--- src/design/btc_pkg.sv ---
// Types, constants and helper functions of the block transposition cipher.
package btc_pkg;

  localparam int MAX_BLOCK_DEF = 9;
  // Counts of up to 31 bytes, more than the widest block the design supports.
  localparam int CNT_W         = 5;
  localparam int PERM_ENTRIES  = 9;
  localparam int PERM_ENTRY_W  = 4;
  localparam int PERM_W        = PERM_ENTRIES * PERM_ENTRY_W;
  localparam int BSIZE_W       = 4;
  localparam int DATA_W        = 64;
  localparam int ADDR_W        = 5;
  localparam int REG_IDX_LSB   = 3;

  localparam logic [7:0]         PAD_CHAR       = 8'h20;
  localparam logic [BSIZE_W-1:0] BLOCK_SIZE_RST = 4'd9;
  localparam logic [PERM_W-1:0]  PERM_RST       = 36'h876543210;

  typedef enum logic [ADDR_W-REG_IDX_LSB-1:0] {
    REG_BLOCK_SIZE   = 2'd0,
    REG_PERMUTATION  = 2'd1,
    REG_DECRYPT_MODE = 2'd2
  } reg_idx_t;

  typedef struct packed {
    logic [7:0] char_in;
    logic       end_of_message;
  } req_t;

  typedef struct packed {
    logic [7:0] char_out;
    logic       last_out;
  } rsp_t;

  // One completed block waiting in the buffer memory.
  typedef struct packed {
    logic             slot;
    logic [CNT_W-1:0] fill;
    logic [CNT_W-1:0] size;
    logic             eom;
  } blk_desc_t;

  function automatic logic [PERM_ENTRY_W-1:0] perm_entry(input logic [PERM_W-1:0] perm,
                                                         input int unsigned idx);
    if (idx >= PERM_ENTRIES) begin
      return '0;
    end
    return perm[idx*PERM_ENTRY_W +: PERM_ENTRY_W];
  endfunction

  // Block size as used: zero counts as one, and it is capped at the largest block.
  function automatic logic [CNT_W-1:0] eff_size(input logic [BSIZE_W-1:0] bs,
                                                input int unsigned max_block);
    if (bs == '0) begin
      return CNT_W'(1);
    end
    if (int'(bs) > max_block) begin
      return CNT_W'(max_block);
    end
    return CNT_W'(bs);
  endfunction

endpackage

--- src/design/btc_ram.sv ---
// Generic single-write, single-read RAM with a registered read port.
module btc_ram #(
  parameter int WIDTH = 8,
  parameter int DEPTH = 32
) (
  input  logic                     clk,
  input  logic                     we,
  input  logic [$clog2(DEPTH)-1:0] wr_addr,
  input  logic [WIDTH-1:0]         wr_data,
  input  logic                     re,
  input  logic [$clog2(DEPTH)-1:0] rd_addr,
  output logic [WIDTH-1:0]         rd_data
);

  logic [WIDTH-1:0] mem [DEPTH];

  always_ff @(posedge clk) begin
    if (we) begin
      mem[wr_addr] <= wr_data;
    end
    if (re) begin
      rd_data <= mem[rd_addr];
    end
  end

endmodule

--- src/design/btc_front.sv ---
// Front end: takes message bytes, writes them into the block buffer and closes blocks.
module btc_front import btc_pkg::*; #(
  parameter int MAX_BLOCK = MAX_BLOCK_DEF
) (
  input  logic                           clk,
  input  logic                           rst,
  input  logic [BSIZE_W-1:0]             block_size,
  input  logic                           req_valid,
  output logic                           req_ready,
  input  req_t                           req,
  input  logic                           full,
  output logic                           push,
  output blk_desc_t                      push_desc,
  output logic                           ram_we,
  output logic [$clog2(MAX_BLOCK):0]     ram_waddr,
  output logic [7:0]                     ram_wdata
);

  localparam int POS_W = $clog2(MAX_BLOCK);

  logic             fill;
  logic [CNT_W-1:0] fill_cnt;
  logic [CNT_W-1:0] fill_next;
  logic [CNT_W-1:0] size_eff;
  logic             slot;
  logic             accept;
  logic             done;

  assign size_eff  = eff_size(block_size, MAX_BLOCK);
  // The slot being filled is free whenever fewer than two blocks are queued.
  assign req_ready = !full;
  assign accept    = req_valid && req_ready;
  assign fill_next = fill_cnt + CNT_W'(1);
  assign done      = (fill_next >= size_eff) || req.end_of_message;
  assign fill      = accept && !done;

  assign ram_we    = accept;
  assign ram_waddr = {slot, fill_cnt[POS_W-1:0]};
  assign ram_wdata = req.char_in;

  assign push      = accept && done;
  assign push_desc = '{slot: slot, fill: fill_next, size: size_eff,
                       eom: req.end_of_message};

  always_ff @(posedge clk) begin
    if (rst) begin
      fill_cnt <= '0;
      slot     <= 1'b0;
    end else if (fill) begin
      fill_cnt <= fill_next;
    end else if (push) begin
      fill_cnt <= '0;
      slot     <= ~slot;
    end
  end

endmodule

--- src/design/btc_queue.sv ---
// Two-entry queue of completed block descriptors between front and back end.
module btc_queue import btc_pkg::*; (
  input  logic      clk,
  input  logic      rst,
  input  logic      push,
  input  blk_desc_t push_desc,
  output logic      full,
  input  logic      pop,
  output logic      head_valid,
  output blk_desc_t head
);

  blk_desc_t  entries [2];
  logic       wr_ptr;
  logic       rd_ptr;
  logic [1:0] count;

  assign full       = (count == 2'd2);
  assign head_valid = (count != 2'd0);
  assign head       = entries[rd_ptr];

  always_ff @(posedge clk) begin
    if (push) begin
      entries[wr_ptr] <= push_desc;
    end
  end

  always_ff @(posedge clk) begin
    if (rst) begin
      wr_ptr <= 1'b0;
      rd_ptr <= 1'b0;
      count  <= 2'd0;
    end else begin
      if (push) begin
        wr_ptr <= ~wr_ptr;
      end
      if (pop) begin
        rd_ptr <= ~rd_ptr;
      end
      if (push && !pop) begin
        count <= count + 2'd1;
      end else if (pop && !push) begin
        count <= count - 2'd1;
      end
    end
  end

endmodule

--- src/design/btc_back.sv ---
// Back end: walks the output positions of the head block and emits the rearranged bytes.
module btc_back import btc_pkg::*; #(
  parameter int MAX_BLOCK = MAX_BLOCK_DEF
) (
  input  logic                       clk,
  input  logic                       rst,
  input  logic [PERM_W-1:0]          permutation,
  input  logic                       decrypt_mode,
  input  logic                       head_valid,
  input  blk_desc_t                  head,
  output logic                       pop,
  output logic                       ram_re,
  output logic [$clog2(MAX_BLOCK):0] ram_raddr,
  input  logic [7:0]                 ram_rdata,
  output logic                       rsp_valid,
  input  logic                       rsp_ready,
  output rsp_t                       rsp
);

  localparam int POS_W = $clog2(MAX_BLOCK);

  logic [POS_W-1:0] pos;
  logic             s1_valid;
  logic             s1_pad;
  logic             s1_last;
  logic             out_free;
  logic             s1_free;
  logic             issue;
  logic             last_pos;
  logic [POS_W-1:0] src;
  logic             hit;
  logic             pad;

  assign out_free = !rsp_valid || rsp_ready;
  assign s1_free  = !s1_valid || out_free;
  assign issue    = head_valid && s1_free;
  assign last_pos = (CNT_W'(pos) == head.size - CNT_W'(1));

  // Source position for the current output position.
  always_comb begin
    logic [PERM_ENTRY_W-1:0] ent;
    src = '0;
    hit = 1'b0;
    if (decrypt_mode) begin
      // The highest entry that targets this position wins.
      for (int i = 0; i < MAX_BLOCK; i++) begin
        ent = perm_entry(permutation, i);
        if ((CNT_W'(i) < head.size) && (CNT_W'(ent) == CNT_W'(pos))) begin
          src = POS_W'(i);
          hit = 1'b1;
        end
      end
    end else begin
      ent = perm_entry(permutation, int'(pos));
      if (CNT_W'(ent) < head.size) begin
        src = ent[POS_W-1:0];
        hit = 1'b1;
      end
    end
  end

  // Unmapped positions and positions past the bytes received become spaces.
  assign pad       = !hit || (CNT_W'(src) >= head.fill);
  assign ram_re    = issue;
  assign ram_raddr = {head.slot, src};
  assign pop       = issue && last_pos;

  always_ff @(posedge clk) begin
    if (rst) begin
      pos       <= '0;
      s1_valid  <= 1'b0;
      rsp_valid <= 1'b0;
    end else begin
      if (issue) begin
        pos <= last_pos ? '0 : pos + POS_W'(1);
      end
      if (s1_free) begin
        s1_valid <= issue;
      end
      if (out_free) begin
        rsp_valid <= s1_valid;
      end
    end
  end

  always_ff @(posedge clk) begin
    if (issue) begin
      s1_pad  <= pad;
      s1_last <= head.eom && last_pos;
    end
    if (out_free && s1_valid) begin
      rsp.char_out <= s1_pad ? PAD_CHAR : ram_rdata;
      rsp.last_out <= s1_last;
    end
  end

endmodule

--- src/design/block_transposition_cipher.sv ---
// Top level of the block transposition cipher: configuration registers and the datapath.
//
// The block takes one message byte per request and gathers the bytes into blocks of the
// configured size (zero counts as one, and sizes above MAX_BLOCK count as MAX_BLOCK).
// When a block is full, or when the byte marked as the end of the message arrives, the
// block is sent out as one response per position, rearranged by the permutation: in
// encrypt mode position i takes stored byte perm[i], in decrypt mode position perm[i]
// takes stored byte i, the highest such entry winning. Positions with no valid source,
// and positions past the bytes received in a short final block, carry a space (0x20).
// The final response of a message carries last_out. Bytes are held in a buffer memory
// of two slots: the front end fills one slot while the back end reads the other, so a
// byte is taken in every cycle while a slot is free, and the back end emits one response
// per cycle while responses are taken, limited by the single read port of that memory.
// The first response of a block passes the queue, the read stage and the output register
// after the request that closes it. A short final block sends out more responses than
// it took in, so input stalls for the difference when both slots are taken. Configuration
// is written over the APB-style port with 64-bit data: block_size at 0x00, permutation
// at 0x08, decrypt_mode at 0x10; change it only while no block is waiting or being sent.
module block_transposition_cipher import btc_pkg::*; #(
  parameter int MAX_BLOCK = MAX_BLOCK_DEF
) (
  input  logic              clk,
  input  logic              rst,
  input  logic              psel,
  input  logic              penable,
  input  logic              pwrite,
  input  logic [ADDR_W-1:0] paddr,
  input  logic [DATA_W-1:0] pwdata,
  output logic [DATA_W-1:0] prdata,
  output logic              pready,
  input  logic              req_valid,
  output logic              req_ready,
  input  req_t              req,
  output logic              rsp_valid,
  input  logic              rsp_ready,
  output rsp_t              rsp
);

  localparam int POS_W     = $clog2(MAX_BLOCK);
  localparam int RAM_DEPTH = 2 * (2 ** POS_W);

  logic [BSIZE_W-1:0] block_size;
  logic [PERM_W-1:0]  permutation;
  logic               decrypt_mode;
  logic               cfg_wr;
  reg_idx_t           reg_idx;

  logic               full;
  logic               push;
  blk_desc_t          push_desc;
  logic               pop;
  logic               head_valid;
  blk_desc_t          head;
  logic               ram_we;
  logic [POS_W:0]     ram_waddr;
  logic [7:0]         ram_wdata;
  logic               ram_re;
  logic [POS_W:0]     ram_raddr;
  logic [7:0]         ram_rdata;

  // Configuration registers. The port never waits, so a write lands on the access cycle.
  assign pready  = 1'b1;
  assign cfg_wr  = psel && penable && pwrite && pready;
  assign reg_idx = reg_idx_t'(paddr[ADDR_W-1:REG_IDX_LSB]);

  always_ff @(posedge clk) begin
    if (rst) begin
      block_size   <= BLOCK_SIZE_RST;
      permutation  <= PERM_RST;
      decrypt_mode <= 1'b0;
    end else if (cfg_wr) begin
      case (reg_idx)
        REG_BLOCK_SIZE:   block_size   <= pwdata[BSIZE_W-1:0];
        REG_PERMUTATION:  permutation  <= pwdata[PERM_W-1:0];
        REG_DECRYPT_MODE: decrypt_mode <= pwdata[0];
        default: ;
      endcase
    end
  end

  always_comb begin
    case (reg_idx)
      REG_BLOCK_SIZE:   prdata = DATA_W'(block_size);
      REG_PERMUTATION:  prdata = DATA_W'(permutation);
      REG_DECRYPT_MODE: prdata = DATA_W'(decrypt_mode);
      default:          prdata = '0;
    endcase
  end

  // Front end: collects bytes into the free slot and queues each finished block.
  btc_front #(.MAX_BLOCK(MAX_BLOCK)) u_front (
    .clk        (clk),
    .rst        (rst),
    .block_size (block_size),
    .req_valid  (req_valid),
    .req_ready  (req_ready),
    .req        (req),
    .full       (full),
    .push       (push),
    .push_desc  (push_desc),
    .ram_we     (ram_we),
    .ram_waddr  (ram_waddr),
    .ram_wdata  (ram_wdata)
  );

  // Queue of finished blocks; its depth matches the two buffer slots.
  btc_queue u_queue (
    .clk        (clk),
    .rst        (rst),
    .push       (push),
    .push_desc  (push_desc),
    .full       (full),
    .pop        (pop),
    .head_valid (head_valid),
    .head       (head)
  );

  // Buffer memory: slot in the top address bit, byte position below it.
  btc_ram #(.WIDTH(8), .DEPTH(RAM_DEPTH)) u_buf (
    .clk     (clk),
    .we      (ram_we),
    .wr_addr (ram_waddr),
    .wr_data (ram_wdata),
    .re      (ram_re),
    .rd_addr (ram_raddr),
    .rd_data (ram_rdata)
  );

  // Back end: one output position per cycle while responses are taken, through a read stage and the output register.
  btc_back #(.MAX_BLOCK(MAX_BLOCK)) u_back (
    .clk          (clk),
    .rst          (rst),
    .permutation  (permutation),
    .decrypt_mode (decrypt_mode),
    .head_valid   (head_valid),
    .head         (head),
    .pop          (pop),
    .ram_re       (ram_re),
    .ram_raddr    (ram_raddr),
    .ram_rdata    (ram_rdata),
    .rsp_valid    (rsp_valid),
    .rsp_ready    (rsp_ready),
    .rsp          (rsp)
  );

endmodule

--- config.mk ---
export PLATFORM = sky130hd
export DESIGN_NAME = block_transposition_cipher
export DESIGN_NICKNAME = d
export VERILOG_FILES = /design/src/design/btc_pkg.sv /design/src/design/btc_ram.sv /design/src/design/btc_front.sv /design/src/design/btc_queue.sv /design/src/design/btc_back.sv /design/src/design/block_transposition_cipher.sv
export SDC_FILE = /design/constraint.sdc
export NUM_CORES = 1
export LEC_CHECK = 0
export BUFFER_PORTS_ARGS = -buffer_cell sky130_fd_sc_hd__buf_2
export CAP_MARGIN = 20
export CORE_UTILIZATION = 54
export DETAILED_ROUTE_END_ITERATION = 8
export GPL_ROUTABILITY_DRIVEN = 0
export PLACE_DENSITY = 0.86
export SYNTH_ARGS = -nofsm -noshare
export SYNTH_HDL_FRONTEND = slang
export SYNTH_SLANG_ARGS = --single-unit
--- constraint.sdc ---
create_clock -name clk -period 4.52 [get_ports clk]
set_input_delay 0.904 -clock clk [delete_from_list [all_inputs] [get_ports clk]]
set_output_delay 0.904 -clock clk [all_outputs]
set_load 0.02 [all_outputs]
; Word level (Yosys, flattened, before mapping)
; Memory sizes are Yosys's and may differ from the RTL's. A register that Yosys moved wholly into a read port is not among the register bits.
; Cells that the tools add are included.
; W data, S select, Z words.
[word_totals]
ram_bits = 280
elab_cells = 139
output_inout_bits = 76
input_bits = 85
ff_bits = 68
mem_count = 2
[memory_table]
columns = memory, words, width, read_ports, rd_clocked_by_memory_dff, write_ports, line_no
row1 = u_buf.mem, 32, 8, 1, 1, 1, btc_ram.sv:15  ; logic [WIDTH-1:0] mem [DEPTH];
row2 = u_queue.entries, 2, 12, 1, 1, 1, btc_queue.sv:13  ; blk_desc_t entries [2];
[classes]
add_sub_neg = 5
n_mux = 45
order_cmp = 14
n_reduce_logical = 40
n_shift = 1
eq_ne = 13
bitwise = 4
[ops]
columns = cell, count
row1 = $pmux W36 S3, 1
row2 = $eq A4 B4 Y1, 9
row3 = $shiftx A36 B7 Y4, 1
row4 = $mux W5, 6
row5 = $mux W4, 7
row6 = $mux W1, 23
row7 = $logic_and A1 B1 Y1, 20
row8 = $lt A3 B5 Y1 const A, 4
row9 = $mux W3, 4
row10 = $lt A1 B5 Y1 const A, 2
row11 = $lt A2 B5 Y1 const A, 2
row12 = $mux W2, 4
row13 = $reduce_and A2 Y1, 4
row14 = $logic_not A1 Y1, 7
row15 = $reduce_bool A2 Y1, 3
row16 = $add A5 B1 Y5 const B, 1
row17 = $eq A4 B5 Y1, 1
row18 = $ge A4 B5 Y1, 1
row19 = $ge A5 B5 Y1, 1
row20 = $lt A4 B5 Y1, 1
row21 = $lt A4 B5 Y1 const A, 1
row22 = $sub A5 B1 Y5 const B, 1
row23 = $add A4 B1 Y4 const B, 1
row24 = $eq A2 B2 Y1 const B, 2
row25 = 9 further kinds, 15

; Depth between registers and ports, before layout
[logic_depth]
depth_word = 14
mapped_depth = 27

; Modules after synthesis
; Synthesis repeated with hierarchy kept, for this count alone.
[hier_totals]
cells_unflattened = 1017
area_unflattened_um2 = 16017.9
[by_module_without_submodules]
columns = module, cells_each, n_inst, area_each_um2
row1 = btc_ram, 417, 1, 10133.5
row2 = block_transposition_cipher, 258, 1, 2323.5
row3 = btc_back, 214, 1, 1930.6
row4 = btc_queue, 59, 1, 1071.0
row5 = btc_front, 69, 1, 559.3

; Worst setup path before layout
; Ideal clock, no wire load.
[synth_path]
kind = reg-to-reg
from = register u_back.pos[0]
to = register u_back.s1_pad (data pin)
t_arrival_ns = 4.573
path_slack_ns = -0.321
path_stages_with_launch = 24
path_buffers = 6
t_required_ns = 4.252
path_cell_list = dfxtp_1 -> buf_6 -> buf_4 -> mux4_2 -> mux2i_1 -> o21ai_1 -> ha_1 -> and3_1 -> a2111oi_2 -> nand3_1 -> and3_1 -> buf_2 -> a21oi_4 -> inv_4 -> buf_6 -> buf_4 -> buf_4 -> ha_1 -> nand2b_1 -> a21o_1 -> a21oi_1 -> nor2b_1 -> o21ai_0 -> o211ai_1
[synth_via]
elab_chain_cells = 14
[synth_lines]
columns = element, line_no
row1 = from (decl), btc_back.sv:22  ; logic [POS_W-1:0] pos;
row2 = from (signal assigned), btc_back.sv:75  ; pos <= last_pos ? '0 : pos + POS_W'(1);
row3 = "parallel branches: the longest is 13 deep, another holds $lt A4 B5 Y1", -
row4 = $logic_or A1 B1 Y1 *, btc_back.sv:63  ; assign pad = !hit || (CNT_W'(src) >= head.fill);
row5 = net u_back.pad, btc_back.sv:32  ; logic pad;
row6 = to (signal assigned), btc_back.sv:88  ; s1_pad <= pad;
row7 = to (decl), btc_back.sv:24  ; logic s1_pad;
; Mark *: on every way through the listed nets, which the timed path passes. The select of a mux whose other input is x is not followed.
; A chain may end at the register's enable or synchronous reset.

; Worst setup path in the final report
[layout_path]
from = register u_back.pos[0]
to = register u_buf.rd_data[6], read port of u_buf.mem (data pin)
[layout_via]
elab_chain_cells = 11
[layout_lines]
columns = element, line_no
row1 = "parallel branches: the longest is 10 deep, another holds $lt A4 B5 Y1", -
row2 = $mux W4 *, btc_back.sv:44  ; if (decrypt_mode) begin
row3 = to (decl), btc_ram.sv:12  ; output logic [WIDTH-1:0] rd_data
; Every way passes the cells marked *. The select of a mux whose other input is x is not followed.

==> impl_metrics.env <==
export IMPL_grt_first_pass_wirelength_mm=60.6
export IMPL_fin_cells=1833
export IMPL_avgSynthCellArea_um2=12.7
export IMPL_area_growth_pct=14.0
export IMPL_vdd_drop_max_mv=0.309
export IMPL_drc=0
export IMPL_routed_wirelength_mm=41.3
export IMPL_worstMarginPinSlew_ns=1.02
export IMPL_cts_buffer_depth=3
export IMPL_cts_sinks=355
export IMPL_netSwitchingPower_w=0.00231
export IMPL_end_kind="flop"
export IMPL_setup_tns_ns=0
export IMPL_synth_cells=1303
export IMPL_synth_seq_cells=355
export IMPL_period_needed_ns=4.47
export IMPL_h_tree_depth=2
export IMPL_slew_headroom=0.315
export IMPL_p_comb_frac=0.202
export IMPL_finalSetupViolations=0
export IMPL_fmax_ghz=0.224
export IMPL_drv_slew=0
export IMPL_r2r_cells=16
export IMPL_dr_max_layer_used="met4"
export IMPL_synth_yosys_warnings=0
export IMPL_cp_endpoint="u_buf.rd_data[6]"
export IMPL_cp_arrival_ns=4.79
export IMPL_mostFrequentLayoutCells="edfxtp_1 (297), nand2_1 (163), buf_2 (100)"
export IMPL_chipWidth_um=177
export IMPL_final_hold_viol_count=0
export IMPL_internal_power_w=0.00591
export IMPL_place_inst=1754
export IMPL_met2_length_mm=19.8
export IMPL_sequentialPowerShare=0.446
export IMPL_dpl_hpwl_mm=25.6
export IMPL_cts_root_buf="clkbuf_16"
export IMPL_finalCritPeriodShare=0.989
export IMPL_multi_input_area_um2=6040
export IMPL_start_util=0.554
export IMPL_dpl_worst_slack_ns=-0.0641
export IMPL_antenna_left=0
export IMPL_fillers=2058
export IMPL_met3_wirelength_mm=4.83
export IMPL_cts_tree="done"
export IMPL_antenna_cells=0
export IMPL_grt_overflow_total=0
export IMPL_cp_data_required_time_ns=4.84
export IMPL_wl_per_cell_um=22.5
export IMPL_die_h_um=177
export IMPL_drive_gt1_frac=0.202
export IMPL_cp_max_fo=7
export IMPL_status="finished clean"
export IMPL_synth_edf_count=297
export IMPL_regToRegSetupSlack_ns=0.05
export IMPL_setup_slack_ns=0.0508
export IMPL_start_kind="flop"
export IMPL_min_path_type="flop to flop"
export IMPL_timing_rr_start="u_back.pos[0]"
export IMPL_final_common_cell="edfxtp_1"
export IMPL_async_flop_share=0
export IMPL_total_power_w=0.00822
export IMPL_core_um2=30000
export IMPL_finalNetCount=1524
export IMPL_skew_ns=0.0181
export IMPL_vias=11669
export IMPL_syn_area_um2=16600
export IMPL_port_buffers=100
export IMPL_boundaryPins=161
export IMPL_seq_area_frac_synth=0.607
export IMPL_via_per_inst=6.37
export IMPL_clk_latency_ns=0.53
export IMPL_cts_buffers=37
export IMPL_switching_share=0.281
export IMPL_setup_worst_path_start="u_back.pos[0]"
export IMPL_r2r_end="u_buf.rd_data[6]"
export IMPL_std_cell_rows=63
export IMPL_path_class="flop to flop"
export IMPL_ys_types=84
export IMPL_dieArea_um2=31400
export IMPL_p_leak_nw=7.07
export IMPL_antenna_found_initial=0
export IMPL_drv_cap=0
export IMPL_wl_met1_mm=15.2
export IMPL_cts_clk_slew_worst_paths_ns=0.06
export IMPL_first_iter_violations=1408
export IMPL_dr_pass1_iters=6
export IMPL_grtUsageTotal=0.254
export IMPL_seq_area_um2=10100
export IMPL_grt_pass1_vias=11024
export IMPL_power_density_nw_per_um2=434
export IMPL_grt_max_degree=42
export IMPL_synth_flop_cell="edfxtp_1"
export IMPL_post_route_util=0.632
export IMPL_min_delay_start="u_back.s1_last"
export IMPL_clkPwrFrac=0.352
==> kinds of logic after synthesis <==
kind of cell | after synthesis | share of synthesized area
and+or+nand+nor | 424 | 0.123
xor gates and xnor gates | 52 | 0.0274
other | 2 | 0.000453
buffers and inverters | 129 | 0.0452
muxes | 82 | 0.0645
adders and majority gates | 22 | 0.0166
AOI/OAI and AO/OA | 237 | 0.115
DFF | 355 | 0.607
==> repair_timing <==
action / in CTS / in global routing
hold buffers: 0 / 0
pin swaps: 2 / 15
setup buffers: 1 / 10
resized for setup: 3 / 41
endpoints found under the hold margin: 0 / 0
setup endpoints to repair: 6 / 9
gates cloned: 0 / 3
==> through the flow <==
step | hold WS, ns | cell area [µm²]
after global placement | 0.410 | 17500
after global routing | 0.441 | 18900
after detailed placement | 0.412 | 17500
after CTS | 0.426 | 18600
final | 0.423 | 18900
after floorplan | 0.400 | 16700
==> state kept, by name, indices dropped and copies added, names as in the netlist, named ones only <==
| signal | flops |
|---|---|
| u_queue.entries | 22 |
| u_buf.mem | 256 |
| u_queue.rd_ptr | 1 |
| u_buf.rd_data | 8 |
| u_back.pos | 4 |
| u_queue.count | 2 |
| u_back.s1_pad | 1 |
| u_back.rsp | 9 |
| u_back.s1_last | 1 |
| block_size | 4 |
| decrypt_mode | 1 |
| u_front.fill_cnt | 5 |
| u_back.s1_valid | 1 |
| u_queue.wr_ptr | 1 |
| u_front.slot | 1 |
| u_back.rsp_valid | 1 |
| permutation | 36 |
==> critical path: stages, from the launching register on <==
cell       delay [ns]
dfxtp_4          0.39
buf_4            0.13
mux4_2           0.50
mux2i_1          0.22
o21ai_2          0.13
ha_4             0.23
buf_4            0.14
a2111oi_4        0.39
nand3_2          0.17
and3_4           0.22
a21oi_4          0.22
clkinv_4         0.14
buf_12           0.17
mux2i_2          0.17
mux4_2           0.53
nor2b_4          0.16
a311oi_4         0.34
==> Yosys cell counts, types with 22 or more instances <==
cell type    n  area [µm²]
edfxtp_1   297        8920
nand2_1    164         616
nor2_1      71         267
mux2i_1     59         591
dfxtp_1     58        1160
a21oi_1     53         265
and2_1      48         300
clkbuf_1    41         154
xor2_1      41         359
buf_4       40         300
and3_1      33         206
nand3_1     30         150
a311oi_1    27         236
a221o_1     23         230
ha_1        22         275
==> layer usage <==
layer  vias to the layer above  global-route usage
met4                         0               0.114
met5                         -                   0
met3                       128              0.0683
met2                       837               0.414
met1                      5588               0.317
li1                       5116                   -
==> area by class of cell <==
class                      instances  share of cell area
clock buffer                      46              0.0512
timing repair buffer             160              0.0587
inverter                          17             0.00364
sequential                       355               0.533
clock inverter                    19             0.00873
tap                              390              0.0258
multi-input combinational        846               0.319
==> worst min path at each step <==
stage	cells past startpoint	endpoint	slack, ns
floorplan	0	u_back.rsp[0]	0.40
global placement	0	u_back.rsp[0]	0.41
detailed placement	0	u_back.rsp[0]	0.41
CTS	0	u_back.rsp[0]	0.43
global route	0	u_back.rsp[0]	0.44
finish	0	u_back.rsp[0]	0.42
==> power groups by stage <==
| stage | Sequential (W) | Combinational [W] | Clock, W |
|---|---|---|---|
| floorplan | 0.00373 | 0.000998 | 0 |
| global placement | 0.00374 | 0.00143 | 0 |
| detailed placement | 0.00374 | 0.00147 | 0 |
| CTS | 0.00367 | 0.00149 | 0.00290 |
| global route | 0.00367 | 0.00175 | 0.00302 |
| finish | 0.00367 | 0.00166 | 0.00289 |
Power figures use the tool's default switching activity.
